--- src/hdl/byte_stream_frame_splitter_assert.svh ---
// assertion macros for the byte stream frame splitter
// used by the top level; expects clk and arst_n in scope
`ifndef BYTE_STREAM_FRAME_SPLITTER_ASSERT_SVH
`define BYTE_STREAM_FRAME_SPLITTER_ASSERT_SVH
`ifndef NO_ASSERTIONS
`define BSFS_ASSERT_ALWAYS(lbl, cond, msg) \
	lbl: assert property (@(posedge clk) disable iff (!arst_n) (cond)) else $error(msg);
`define BSFS_ASSERT_NEXT(lbl, pre, post, msg) \
	lbl: assert property (@(posedge clk) disable iff (!arst_n) (pre) |=> (post)) else $error(msg);
`else
`define BSFS_ASSERT_ALWAYS(lbl, cond, msg)
`define BSFS_ASSERT_NEXT(lbl, pre, post, msg)
`endif
`endif

--- src/hdl/bsfs_pkg.sv ---
// shared constants, register codes and control types of the frame splitter
// no dependencies
`timescale 1ns / 1ps
package bsfs_pkg;
	localparam int STORE_DEPTH = 64;
	localparam int DELIM_MAX = 4;
	localparam int ADDR_W = $clog2(STORE_DEPTH);
	localparam int FILL_W = $clog2(STORE_DEPTH + 1);
	localparam int RECENT_W = 8 * DELIM_MAX;
	localparam int LIM_W = 7;
	localparam int PADDR_W = 5;
	localparam int PDATA_W = 32;

	localparam logic [6:0] FRAME_LEN_RST = 7'd16;
	localparam logic [31:0] DELIM_RST = 32'h0000_000A;
	localparam logic [2:0] DELIM_CNT_RST = 3'd1;
	localparam logic [6:0] CACHE_LIMIT_RST = 7'd64;

	typedef enum logic [2:0] {
		REG_MODE = 3'd0,
		REG_FRAME_LEN = 3'd1,
		REG_DELIM = 3'd2,
		REG_DELIM_CNT = 3'd3,
		REG_CACHE_LIMIT = 3'd4
	} reg_idx_t;

	typedef struct packed {
		logic fixed_length_mode;
		logic [6:0] frame_length;
		logic [31:0] delimiter_bytes;
		logic [2:0] delimiter_count;
		logic [6:0] cache_limit;
	} cfg_t;

	typedef struct packed {
		logic step;
		logic issue;
	} ctrl_cmd_t;

	typedef struct packed {
		logic frame_done;
		logic rd_last;
		logic out_free;
	} dp_stat_t;
endpackage

--- src/hdl/bsfs_if.sv ---
// request channel interfaces: incoming bytes and outgoing frame bytes
// no dependencies
`timescale 1ns / 1ps
interface bsfs_in_if;
	logic valid;
	logic ready;
	logic command;
	logic [7:0] data_byte;
	modport source(output valid, output command, output data_byte, input ready);
	modport sink(input valid, input command, input data_byte, output ready);
endinterface

interface bsfs_out_if;
	logic valid;
	logic ready;
	logic [7:0] frame_byte;
	logic frame_last;
	modport source(output valid, output frame_byte, output frame_last, input ready);
	modport sink(input valid, input frame_byte, input frame_last, output ready);
endinterface

--- src/hdl/bsfs_regs.sv ---
// configuration register file behind an apb-style port
// depends on bsfs_pkg
`timescale 1ns / 1ps
module bsfs_regs (
	input logic clk,
	input logic arst_n,
	input logic psel,
	input logic penable,
	input logic pwrite,
	input logic [bsfs_pkg::PADDR_W-1:0] paddr,
	input logic [bsfs_pkg::PDATA_W-1:0] pwdata,
	output logic [bsfs_pkg::PDATA_W-1:0] prdata,
	output logic pready,
	output bsfs_pkg::cfg_t cfg
);
	bsfs_pkg::cfg_t cfg_q;
	bsfs_pkg::reg_idx_t idx;
	logic wr_en;

	assign idx = bsfs_pkg::reg_idx_t'(paddr[bsfs_pkg::PADDR_W-1:2]);
	assign wr_en = psel && penable && pwrite;
	assign pready = 1'b1;
	assign cfg = cfg_q;

	always_ff @(posedge clk or negedge arst_n) begin
		if (!arst_n) begin
			cfg_q.fixed_length_mode <= 1'b0;
			cfg_q.frame_length <= bsfs_pkg::FRAME_LEN_RST;
			cfg_q.delimiter_bytes <= bsfs_pkg::DELIM_RST;
			cfg_q.delimiter_count <= bsfs_pkg::DELIM_CNT_RST;
			cfg_q.cache_limit <= bsfs_pkg::CACHE_LIMIT_RST;
		end else if (wr_en) begin
			case (idx)
				bsfs_pkg::REG_MODE: cfg_q.fixed_length_mode <= pwdata[0];
				bsfs_pkg::REG_FRAME_LEN: cfg_q.frame_length <= pwdata[6:0];
				bsfs_pkg::REG_DELIM: cfg_q.delimiter_bytes <= pwdata[31:0];
				bsfs_pkg::REG_DELIM_CNT: cfg_q.delimiter_count <= pwdata[2:0];
				bsfs_pkg::REG_CACHE_LIMIT: cfg_q.cache_limit <= pwdata[6:0];
				default: ;
			endcase
		end
	end

	always_comb begin
		case (idx)
			bsfs_pkg::REG_MODE: prdata = {31'd0, cfg_q.fixed_length_mode};
			bsfs_pkg::REG_FRAME_LEN: prdata = {25'd0, cfg_q.frame_length};
			bsfs_pkg::REG_DELIM: prdata = cfg_q.delimiter_bytes;
			bsfs_pkg::REG_DELIM_CNT: prdata = {29'd0, cfg_q.delimiter_count};
			bsfs_pkg::REG_CACHE_LIMIT: prdata = {25'd0, cfg_q.cache_limit};
			default: prdata = '0;
		endcase
	end
endmodule

--- src/hdl/bsfs_dpath.sv ---
// datapath: frame store memory, fill count, recent bytes, frame detection, output register
// depends on bsfs_pkg
`timescale 1ns / 1ps
module bsfs_dpath (
	input logic clk,
	input logic arst_n,
	input bsfs_pkg::cfg_t cfg,
	input bsfs_pkg::ctrl_cmd_t cmd,
	input logic in_command,
	input logic [7:0] in_data,
	input logic out_ready,
	output bsfs_pkg::dp_stat_t stat,
	output logic out_valid,
	output logic [7:0] out_byte,
	output logic out_last
);
	localparam int LW = bsfs_pkg::LIM_W;
	localparam int FW = bsfs_pkg::FILL_W;
	localparam int RW = bsfs_pkg::RECENT_W;

	logic [7:0] mem [bsfs_pkg::STORE_DEPTH];
	logic [FW-1:0] fill_q;
	logic [RW-1:0] recent_q;
	logic [FW-1:0] rd_ptr_q;
	logic [FW-1:0] drain_len_q;
	logic out_valid_q;
	logic [7:0] out_byte_q;
	logic out_last_q;

	logic [LW-1:0] limit;
	logic [LW-1:0] fill_ext;
	logic [LW-1:0] new_fill;
	logic [LW-1:0] len;
	logic [LW-1:0] dcnt;
	logic [RW-1:0] rec_new;
	logic [RW-1:0] mask;
	logic [RW-1:0] delim_ext;
	logic overflow;
	logic match;
	logic hit;
	logic store_byte;
	logic rd_last;

	always_comb begin
		limit = (cfg.cache_limit > LW'(bsfs_pkg::STORE_DEPTH)) ?
			LW'(bsfs_pkg::STORE_DEPTH) : cfg.cache_limit;
		fill_ext = LW'(fill_q);
		new_fill = fill_ext + 1'b1;
		overflow = fill_ext >= limit;
		rec_new = RW'({recent_q, in_data});
		len = (cfg.frame_length == '0) ? LW'(1) : cfg.frame_length;
		dcnt = (LW'(cfg.delimiter_count) > LW'(bsfs_pkg::DELIM_MAX)) ?
			LW'(bsfs_pkg::DELIM_MAX) : LW'(cfg.delimiter_count);
		for (int i = 0; i < bsfs_pkg::DELIM_MAX; i++) begin
			mask[i*8 +: 8] = (LW'(i) < dcnt) ? 8'hFF : 8'h00;
		end
		delim_ext = RW'(cfg.delimiter_bytes);
		match = ((rec_new ^ delim_ext) & mask) == '0;
		if (cfg.fixed_length_mode) begin
			hit = new_fill >= len;
		end else begin
			hit = (dcnt == '0) || ((new_fill >= dcnt) && match);
		end
		store_byte = cmd.step && !in_command && !overflow;
		rd_last = FW'(rd_ptr_q + 1'b1) == drain_len_q;
	end

	assign stat.frame_done = store_byte && hit;
	assign stat.rd_last = rd_last;
	assign stat.out_free = !out_valid_q || out_ready;
	assign out_valid = out_valid_q;
	assign out_byte = out_byte_q;
	assign out_last = out_last_q;

	always_ff @(posedge clk or negedge arst_n) begin
		if (!arst_n) begin
			fill_q <= '0;
			recent_q <= '0;
			rd_ptr_q <= '0;
			drain_len_q <= '0;
			out_valid_q <= 1'b0;
		end else begin
			if (cmd.step) begin
				if (!store_byte || hit) begin
					fill_q <= '0;
					recent_q <= '0;
				end else begin
					fill_q <= FW'(new_fill);
					recent_q <= rec_new;
				end
				if (store_byte && hit) begin
					drain_len_q <= FW'(new_fill);
					rd_ptr_q <= '0;
				end
			end
			if (cmd.issue) begin
				rd_ptr_q <= FW'(rd_ptr_q + 1'b1);
				out_valid_q <= 1'b1;
			end else if (out_ready) begin
				out_valid_q <= 1'b0;
			end
		end
	end

	// single write port, registered read into the output register
	always_ff @(posedge clk) begin
		if (store_byte) begin
			mem[fill_q[bsfs_pkg::ADDR_W-1:0]] <= in_data;
		end
		if (cmd.issue) begin
			out_byte_q <= mem[rd_ptr_q[bsfs_pkg::ADDR_W-1:0]];
			out_last_q <= rd_last;
		end
	end
endmodule

--- src/hdl/bsfs_ctrl.sv ---
// controller: accepts requests while idle, sequences the frame drain
// depends on bsfs_pkg
`timescale 1ns / 1ps
module bsfs_ctrl (
	input logic clk,
	input logic arst_n,
	input logic in_valid,
	input bsfs_pkg::dp_stat_t stat,
	output logic in_ready,
	output bsfs_pkg::ctrl_cmd_t cmd
);
	typedef enum logic {
		ST_IDLE,
		ST_DRAIN
	} state_t;

	state_t state_q;

	assign in_ready = state_q == ST_IDLE;
	assign cmd.step = in_valid && in_ready;
	assign cmd.issue = (state_q == ST_DRAIN) && stat.out_free;

	always_ff @(posedge clk or negedge arst_n) begin
		if (!arst_n) begin
			state_q <= ST_IDLE;
		end else begin
			case (state_q)
				ST_IDLE: begin
					if (cmd.step && stat.frame_done) begin
						state_q <= ST_DRAIN;
					end
				end
				ST_DRAIN: begin
					if (cmd.issue && stat.rd_last) begin
						state_q <= ST_IDLE;
					end
				end
				default: state_q <= ST_IDLE;
			endcase
		end
	end
endmodule

--- src/hdl/byte_stream_frame_splitter.sv ---
// byte stream frame splitter: one byte or clear request per cycle while idle
// a byte closing a frame stalls input while the single-port store is read out
// a byte a cycle unless frame_out stalls; first byte via drain state, output reg
// output register: the next request is taken with the last frame byte still waiting
// asynchronous active-low reset: registers to defaults, store empty, no clearing pass
// depends on bsfs_pkg, bsfs_if, bsfs_regs, bsfs_ctrl, bsfs_dpath and the assertion header
`timescale 1ns / 1ps
`include "byte_stream_frame_splitter_assert.svh"
module byte_stream_frame_splitter (
	input logic clk,
	input logic arst_n,
	input logic psel,
	input logic penable,
	input logic pwrite,
	input logic [bsfs_pkg::PADDR_W-1:0] paddr,
	input logic [bsfs_pkg::PDATA_W-1:0] pwdata,
	output logic [bsfs_pkg::PDATA_W-1:0] prdata,
	output logic pready,
	bsfs_in_if.sink byte_in,
	bsfs_out_if.source frame_out
);
	bsfs_pkg::cfg_t cfg;
	bsfs_pkg::ctrl_cmd_t cmd;
	bsfs_pkg::dp_stat_t stat;
	logic in_ready;
	logic out_valid;
	logic [7:0] out_byte;
	logic out_last;

	assign byte_in.ready = in_ready;
	assign frame_out.valid = out_valid;
	assign frame_out.frame_byte = out_byte;
	assign frame_out.frame_last = out_last;

	bsfs_regs u_regs (
		.clk(clk),
		.arst_n(arst_n),
		.psel(psel),
		.penable(penable),
		.pwrite(pwrite),
		.paddr(paddr),
		.pwdata(pwdata),
		.prdata(prdata),
		.pready(pready),
		.cfg(cfg)
	);

	bsfs_ctrl u_ctrl (
		.clk(clk),
		.arst_n(arst_n),
		.in_valid(byte_in.valid),
		.stat(stat),
		.in_ready(in_ready),
		.cmd(cmd)
	);

	bsfs_dpath u_dpath (
		.clk(clk),
		.arst_n(arst_n),
		.cfg(cfg),
		.cmd(cmd),
		.in_command(byte_in.command),
		.in_data(byte_in.data_byte),
		.out_ready(frame_out.ready),
		.stat(stat),
		.out_valid(out_valid),
		.out_byte(out_byte),
		.out_last(out_last)
	);

	`BSFS_ASSERT_NEXT(a_done_stalls, cmd.step && stat.frame_done, !byte_in.ready, "input not stalled after frame end")
	`BSFS_ASSERT_NEXT(a_last_flag, cmd.issue && stat.rd_last, frame_out.valid && frame_out.frame_last, "final frame byte lacks last flag")
	`BSFS_ASSERT_ALWAYS(a_no_overlap, !(cmd.step && cmd.issue), "request taken during drain")
endmodule

--- src/flat_wrapper.sv ---
// flat-port wrapper written by rule: the top's interface ports become plain ports
module byte_stream_frame_splitter_flat 
  (clk, arst_n, psel, penable, pwrite, paddr, pwdata, prdata, pready, byte_in_valid, byte_in_command, byte_in_data_byte, byte_in_ready, frame_out_valid, frame_out_frame_byte, frame_out_frame_last, frame_out_ready);
  bsfs_in_if byte_in_i ();
  bsfs_out_if frame_out_i ();
  input logic clk;
  input logic arst_n;
  input logic psel;
  input logic penable;
  input logic pwrite;
  input logic [bsfs_pkg::PADDR_W-1:0] paddr;
  input logic [bsfs_pkg::PDATA_W-1:0] pwdata;
  output logic [bsfs_pkg::PDATA_W-1:0] prdata;
  output logic pready;
  input wire logic [$bits(byte_in_i.valid)-1:0] byte_in_valid;
  input wire logic [$bits(byte_in_i.command)-1:0] byte_in_command;
  input wire logic [$bits(byte_in_i.data_byte)-1:0] byte_in_data_byte;
  output wire logic [$bits(byte_in_i.ready)-1:0] byte_in_ready;
  output wire logic [$bits(frame_out_i.valid)-1:0] frame_out_valid;
  output wire logic [$bits(frame_out_i.frame_byte)-1:0] frame_out_frame_byte;
  output wire logic [$bits(frame_out_i.frame_last)-1:0] frame_out_frame_last;
  input wire logic [$bits(frame_out_i.ready)-1:0] frame_out_ready;
  assign byte_in_i.valid = byte_in_valid;
  assign byte_in_i.command = byte_in_command;
  assign byte_in_i.data_byte = byte_in_data_byte;
  assign byte_in_ready = byte_in_i.ready;
  assign frame_out_valid = frame_out_i.valid;
  assign frame_out_frame_byte = frame_out_i.frame_byte;
  assign frame_out_frame_last = frame_out_i.frame_last;
  assign frame_out_i.ready = frame_out_ready;
  byte_stream_frame_splitter u_core (.clk(clk), .arst_n(arst_n), .psel(psel), .penable(penable), .pwrite(pwrite), .paddr(paddr), .pwdata(pwdata), .prdata(prdata), .pready(pready), .byte_in(byte_in_i), .frame_out(frame_out_i));
endmodule
--- config.mk ---
export PLATFORM = sky130hd
export DESIGN_NAME = byte_stream_frame_splitter_flat
export DESIGN_NICKNAME = d
export VERILOG_FILES = /design/src/hdl/bsfs_pkg.sv /design/src/hdl/bsfs_if.sv /design/src/hdl/bsfs_regs.sv /design/src/hdl/bsfs_dpath.sv /design/src/hdl/bsfs_ctrl.sv /design/src/hdl/byte_stream_frame_splitter.sv /design/src/flat_wrapper.sv
export VERILOG_INCLUDE_DIRS = /design/src /design/src/hdl
export SDC_FILE = /design/constraint.sdc
export NUM_CORES = 1
export LEC_CHECK = 0
export BUFFER_PORTS_ARGS = -buffer_cell sky130_fd_sc_hd__buf_2
export CAP_MARGIN = 20
export CORE_MARGIN = 2
export CORE_UTILIZATION = 53
export CTS_CLUSTER_SIZE = 24
export DETAILED_ROUTE_END_ITERATION = 10
export GPL_TIMING_DRIVEN = 0
export PLACE_DENSITY_LB_ADDON = 0.3
export RECOVER_POWER = 100
export SYNTH_ARGS = -nofsm -noshare
export SYNTH_HDL_FRONTEND = slang
export SYNTH_SLANG_ARGS = --single-unit
--- constraint.sdc ---
create_clock -name clk -period 3.9 [get_ports clk]
set_input_delay 0 -clock clk [delete_from_list [all_inputs] [get_ports clk]]
set_output_delay 0 -clock clk [all_outputs]
set_load 0.1 [all_outputs]
==> impl_results.md <==
- Post-synth top flop: edfxtp_1
- Synth async-reset ratio: 15.7%
- Worst-margin pin slew: 2500 ps
- CTS tree: done
- Yosys reg bits: 618
- Synth area leader: edfxtp_1
- Period minus WS final: 3740 ps
- Initial antenna violation count: 1
- P_leak: 9.87 nW
- Port buffer count: 91
- Critical Setup Path Class: flop to flop
- Routability cong.: 0.838
- DP Wirelength: 38000 µm
- Chip width: 222 µm
- Number of distinct library cells after synthesis: 59
- Maximum clock rate: 267 MHz
- Reg clk slew, reported paths: 60 ps
- Final ANT Viol Nets: 0
- Chip height: 222 µm
- Max FO, Critical Path: 9
- Starting Density: 53.9%
- Worst Path Arrival: 3990 ps
- Slew Viols, Final: 331
- Final worst-path cycle share: 95.9%
- Run status: complete, but fails checks
- Clock Latency Late Sink: 620 ps
- Post-synth EDFFs: 521
- Clock Skews: 18.7 ps
- Power per Cell Area: 621 mW/mm²
- Max cap viols: 8
- CTS buffer count: 60
- Clk root buf: clkbuf_16
- Area share of the largest cell type after synthesis: 62.1%
- DRT iter0 DRCs: 1370
- Vias in the first global route: 13700
- P&R area growth vs syn: 15.9%
- Drt total wl: 57700 µm
- Crit. End Element: flop
- Tot GR Track Use: 23.9%
- Number of H-tree levels: 2
- Via density: 6.09
- CTS max path bufs: 3
- GRT overflow: 0
- Power Total: 18.2 mW
- Diodes inserted: 0
- RSZ-0062 raised after global routing: false
- Top Ports: 97
- Clk sink count: 618
- Cell Area, Synth: 0.0252 mm²
- Setup crit start kind: flop
- Mean Syn Cell Area: 19.6 µm²
- Worst Hold Class: input pin to flop
- DR pass1 iterations: 6
- Routed len/inst: 26.8 µm
- Seq/Total Area, Yosys: 71.7%
- First-pass GRT wire length: 86600 µm
- DR vias: 13100
- Failing checks: max-capacitance violations, max-slew violations
- Share of cells above drive strength 1: 27.3%
- Synth area leaders: edfxtp_1 62%, mux4_2 15%, dfrtp_1 9.1%
- Fin nets: 1577
- CP required: 4150 ps
- Syn Nets: 1358
- Warnings from Yosys: 0
- # setup viols final: 0
- DRC Markers: 0
- Fin. Hold Viols: 0
- Fin util: 62.5%
- Hold WS: 81.8 ps
- Pin count of the biggest net entering global routing: 67
- Synth Instances: 1286
- VDD IR-drop max: 362 µV
- Core Rows: 79
- Core area: 0.0468 mm²
- Die area: 0.0493 mm²
- Slew HR: -66.6%
[routing by layer]
| layer | up-vias | global-route usage, % | routed length (µm) |
|---|---|---|---|
| li1 | 5636 | - | - |
| met1 | 6935 | 32.7 | 23400 |
| met2 | 463 | 39.8 | 29100 |
| met3 | 103 | 3.54 | 3520 |
| met4 | 2 | 8.06 | 1710 |
| met5 | - | 0 | 18 |
[sequential cells by signal (all words and copies together) (netlist names)]
signal / cells
u_core.u_dpath.mem: 512
u_core.u_dpath.rd_ptr_q: 7
u_core.u_dpath.drain_len_q: 7
u_core.u_ctrl.state_q: 1
u_core.u_dpath.out_last: 1
u_core.u_regs.cfg: 50
u_core.u_dpath.out_byte: 8
u_core.u_dpath.recent_q: 24
u_core.u_dpath.out_valid: 1
u_core.u_dpath.fill_ext: 7
[what timing repair did]
item                       in CTS  in global routing
setup endpoints to repair     512                345
cloned                          0                  0
buffers inserted                6                  0
pin swaps                       2                  0
hold buffers                   54                  1
hold endpoints to repair      298                 11
resized for setup             103                 12
[worst paths after layout]
kind / start / end / slack, ps / cells past startpoint
hold reg to reg: u_core.u_dpath.drain_len_q[3] / u_core.u_dpath.drain_len_q[3] / 510 / 1
max in group asynchronous: arst_n / u_core.u_dpath.fill_ext[0] / 1790 / 4
hold / removal: byte_in_command / u_core.u_dpath.fill_ext[2] / 80 / 6
setup / recovery: u_core.u_dpath.fill_ext[0] / u_core.u_dpath.mem[36][5] / 160 / 10
setup reg to reg: u_core.u_dpath.fill_ext[0] / u_core.u_dpath.mem[36][5] / 160 / 10
min in group asynchronous: arst_n / u_core.u_regs.cfg[37] / 1060 / 4
[logic make-up after synthesis]
family,share of synthesized area (%)
simple gates,4.02
fa+ha+maj,0.943
mux,17.5
compound gates,2.53
other cells,0.0149
xor+xnor,1.60
flops,71.7
buf+inv,1.65
[cell usage in the layout (no fill, tap or decap), types with 31 or more instances in the layout]
cell type      instances
buf_2                 49
clkbuf_1             107
clkbuf_16             61
dfrtp_1               91
dlygate4sd3_1         54
edfxtp_1             521
mux2_1                39
mux4_2               169
nand2_1               40
nor2_4                31
xor2_1                39
[final cells by class]
class	count	area (µm²)
Fill cell	3168	17500
Clock buffer	82	1610
Sequential cell	618	18100
Tap cell	607	759
Clock inverter	25	245
Timing Repair Buffer	161	1100
Multi-Input combinational cell	584	7040
Buffer	67	342
Inverter	13	52.6
[through the flow]
stage               std cells  setup TNS, ps  instance area [µm²]  setup slack [ps]
finish                   2157              0                29200               160
global route             2157              0                29200              15.6
CTS                      2155         -25620                29400              -155
detailed placement       1992        -219280                26600              -602
global placement         1984        -177840                26400              -476
floorplan                1286              0                25200               746
[cells in the mapped netlist, drive strengths merged, types with 3 or more instances]
cell	n
nor2b	9
nand4	3
inv	11
mux2	52
a22o	28
mux4	169
a21o	5
clkbuf	39
a211oi	3
and2	25
nor2	76
buf	32
a22oi	6
nor4	11
nand3b	3
o21ai	15
dfstp	5
o22ai	4
xor2	39
nor3	3
or3	6
edfxtp	521
nand2	40
or2	4
mux2i	3
nand2b	7
o21a	4
nor3b	3
ha	19
xnor2	7
dfrtp	92
a21oi	10
nand3	8
[worst max-delay path: stages, from the launching register on]
cell	delay, ps
dfrtp_2	530
clkinvlp_4	290
ha_1	340
nand2b_1	140
a21o_1	180
a211oi_1	250
o21a_1	160
clkbuf_1	350
nand2_1	160
or3_4	530
nor2_2	440
[power breakdown]
part	total, mW	internal (mW)	switching, mW	leakage (nW)
sequential	7.72	7.48	0.249	5.94
clock	5.57	3.19	2.38	0.909
combinational	4.87	2.08	2.79	3.02
total	18.2	12.7	5.42	9.87
Power figures use the tool's default switching activity.
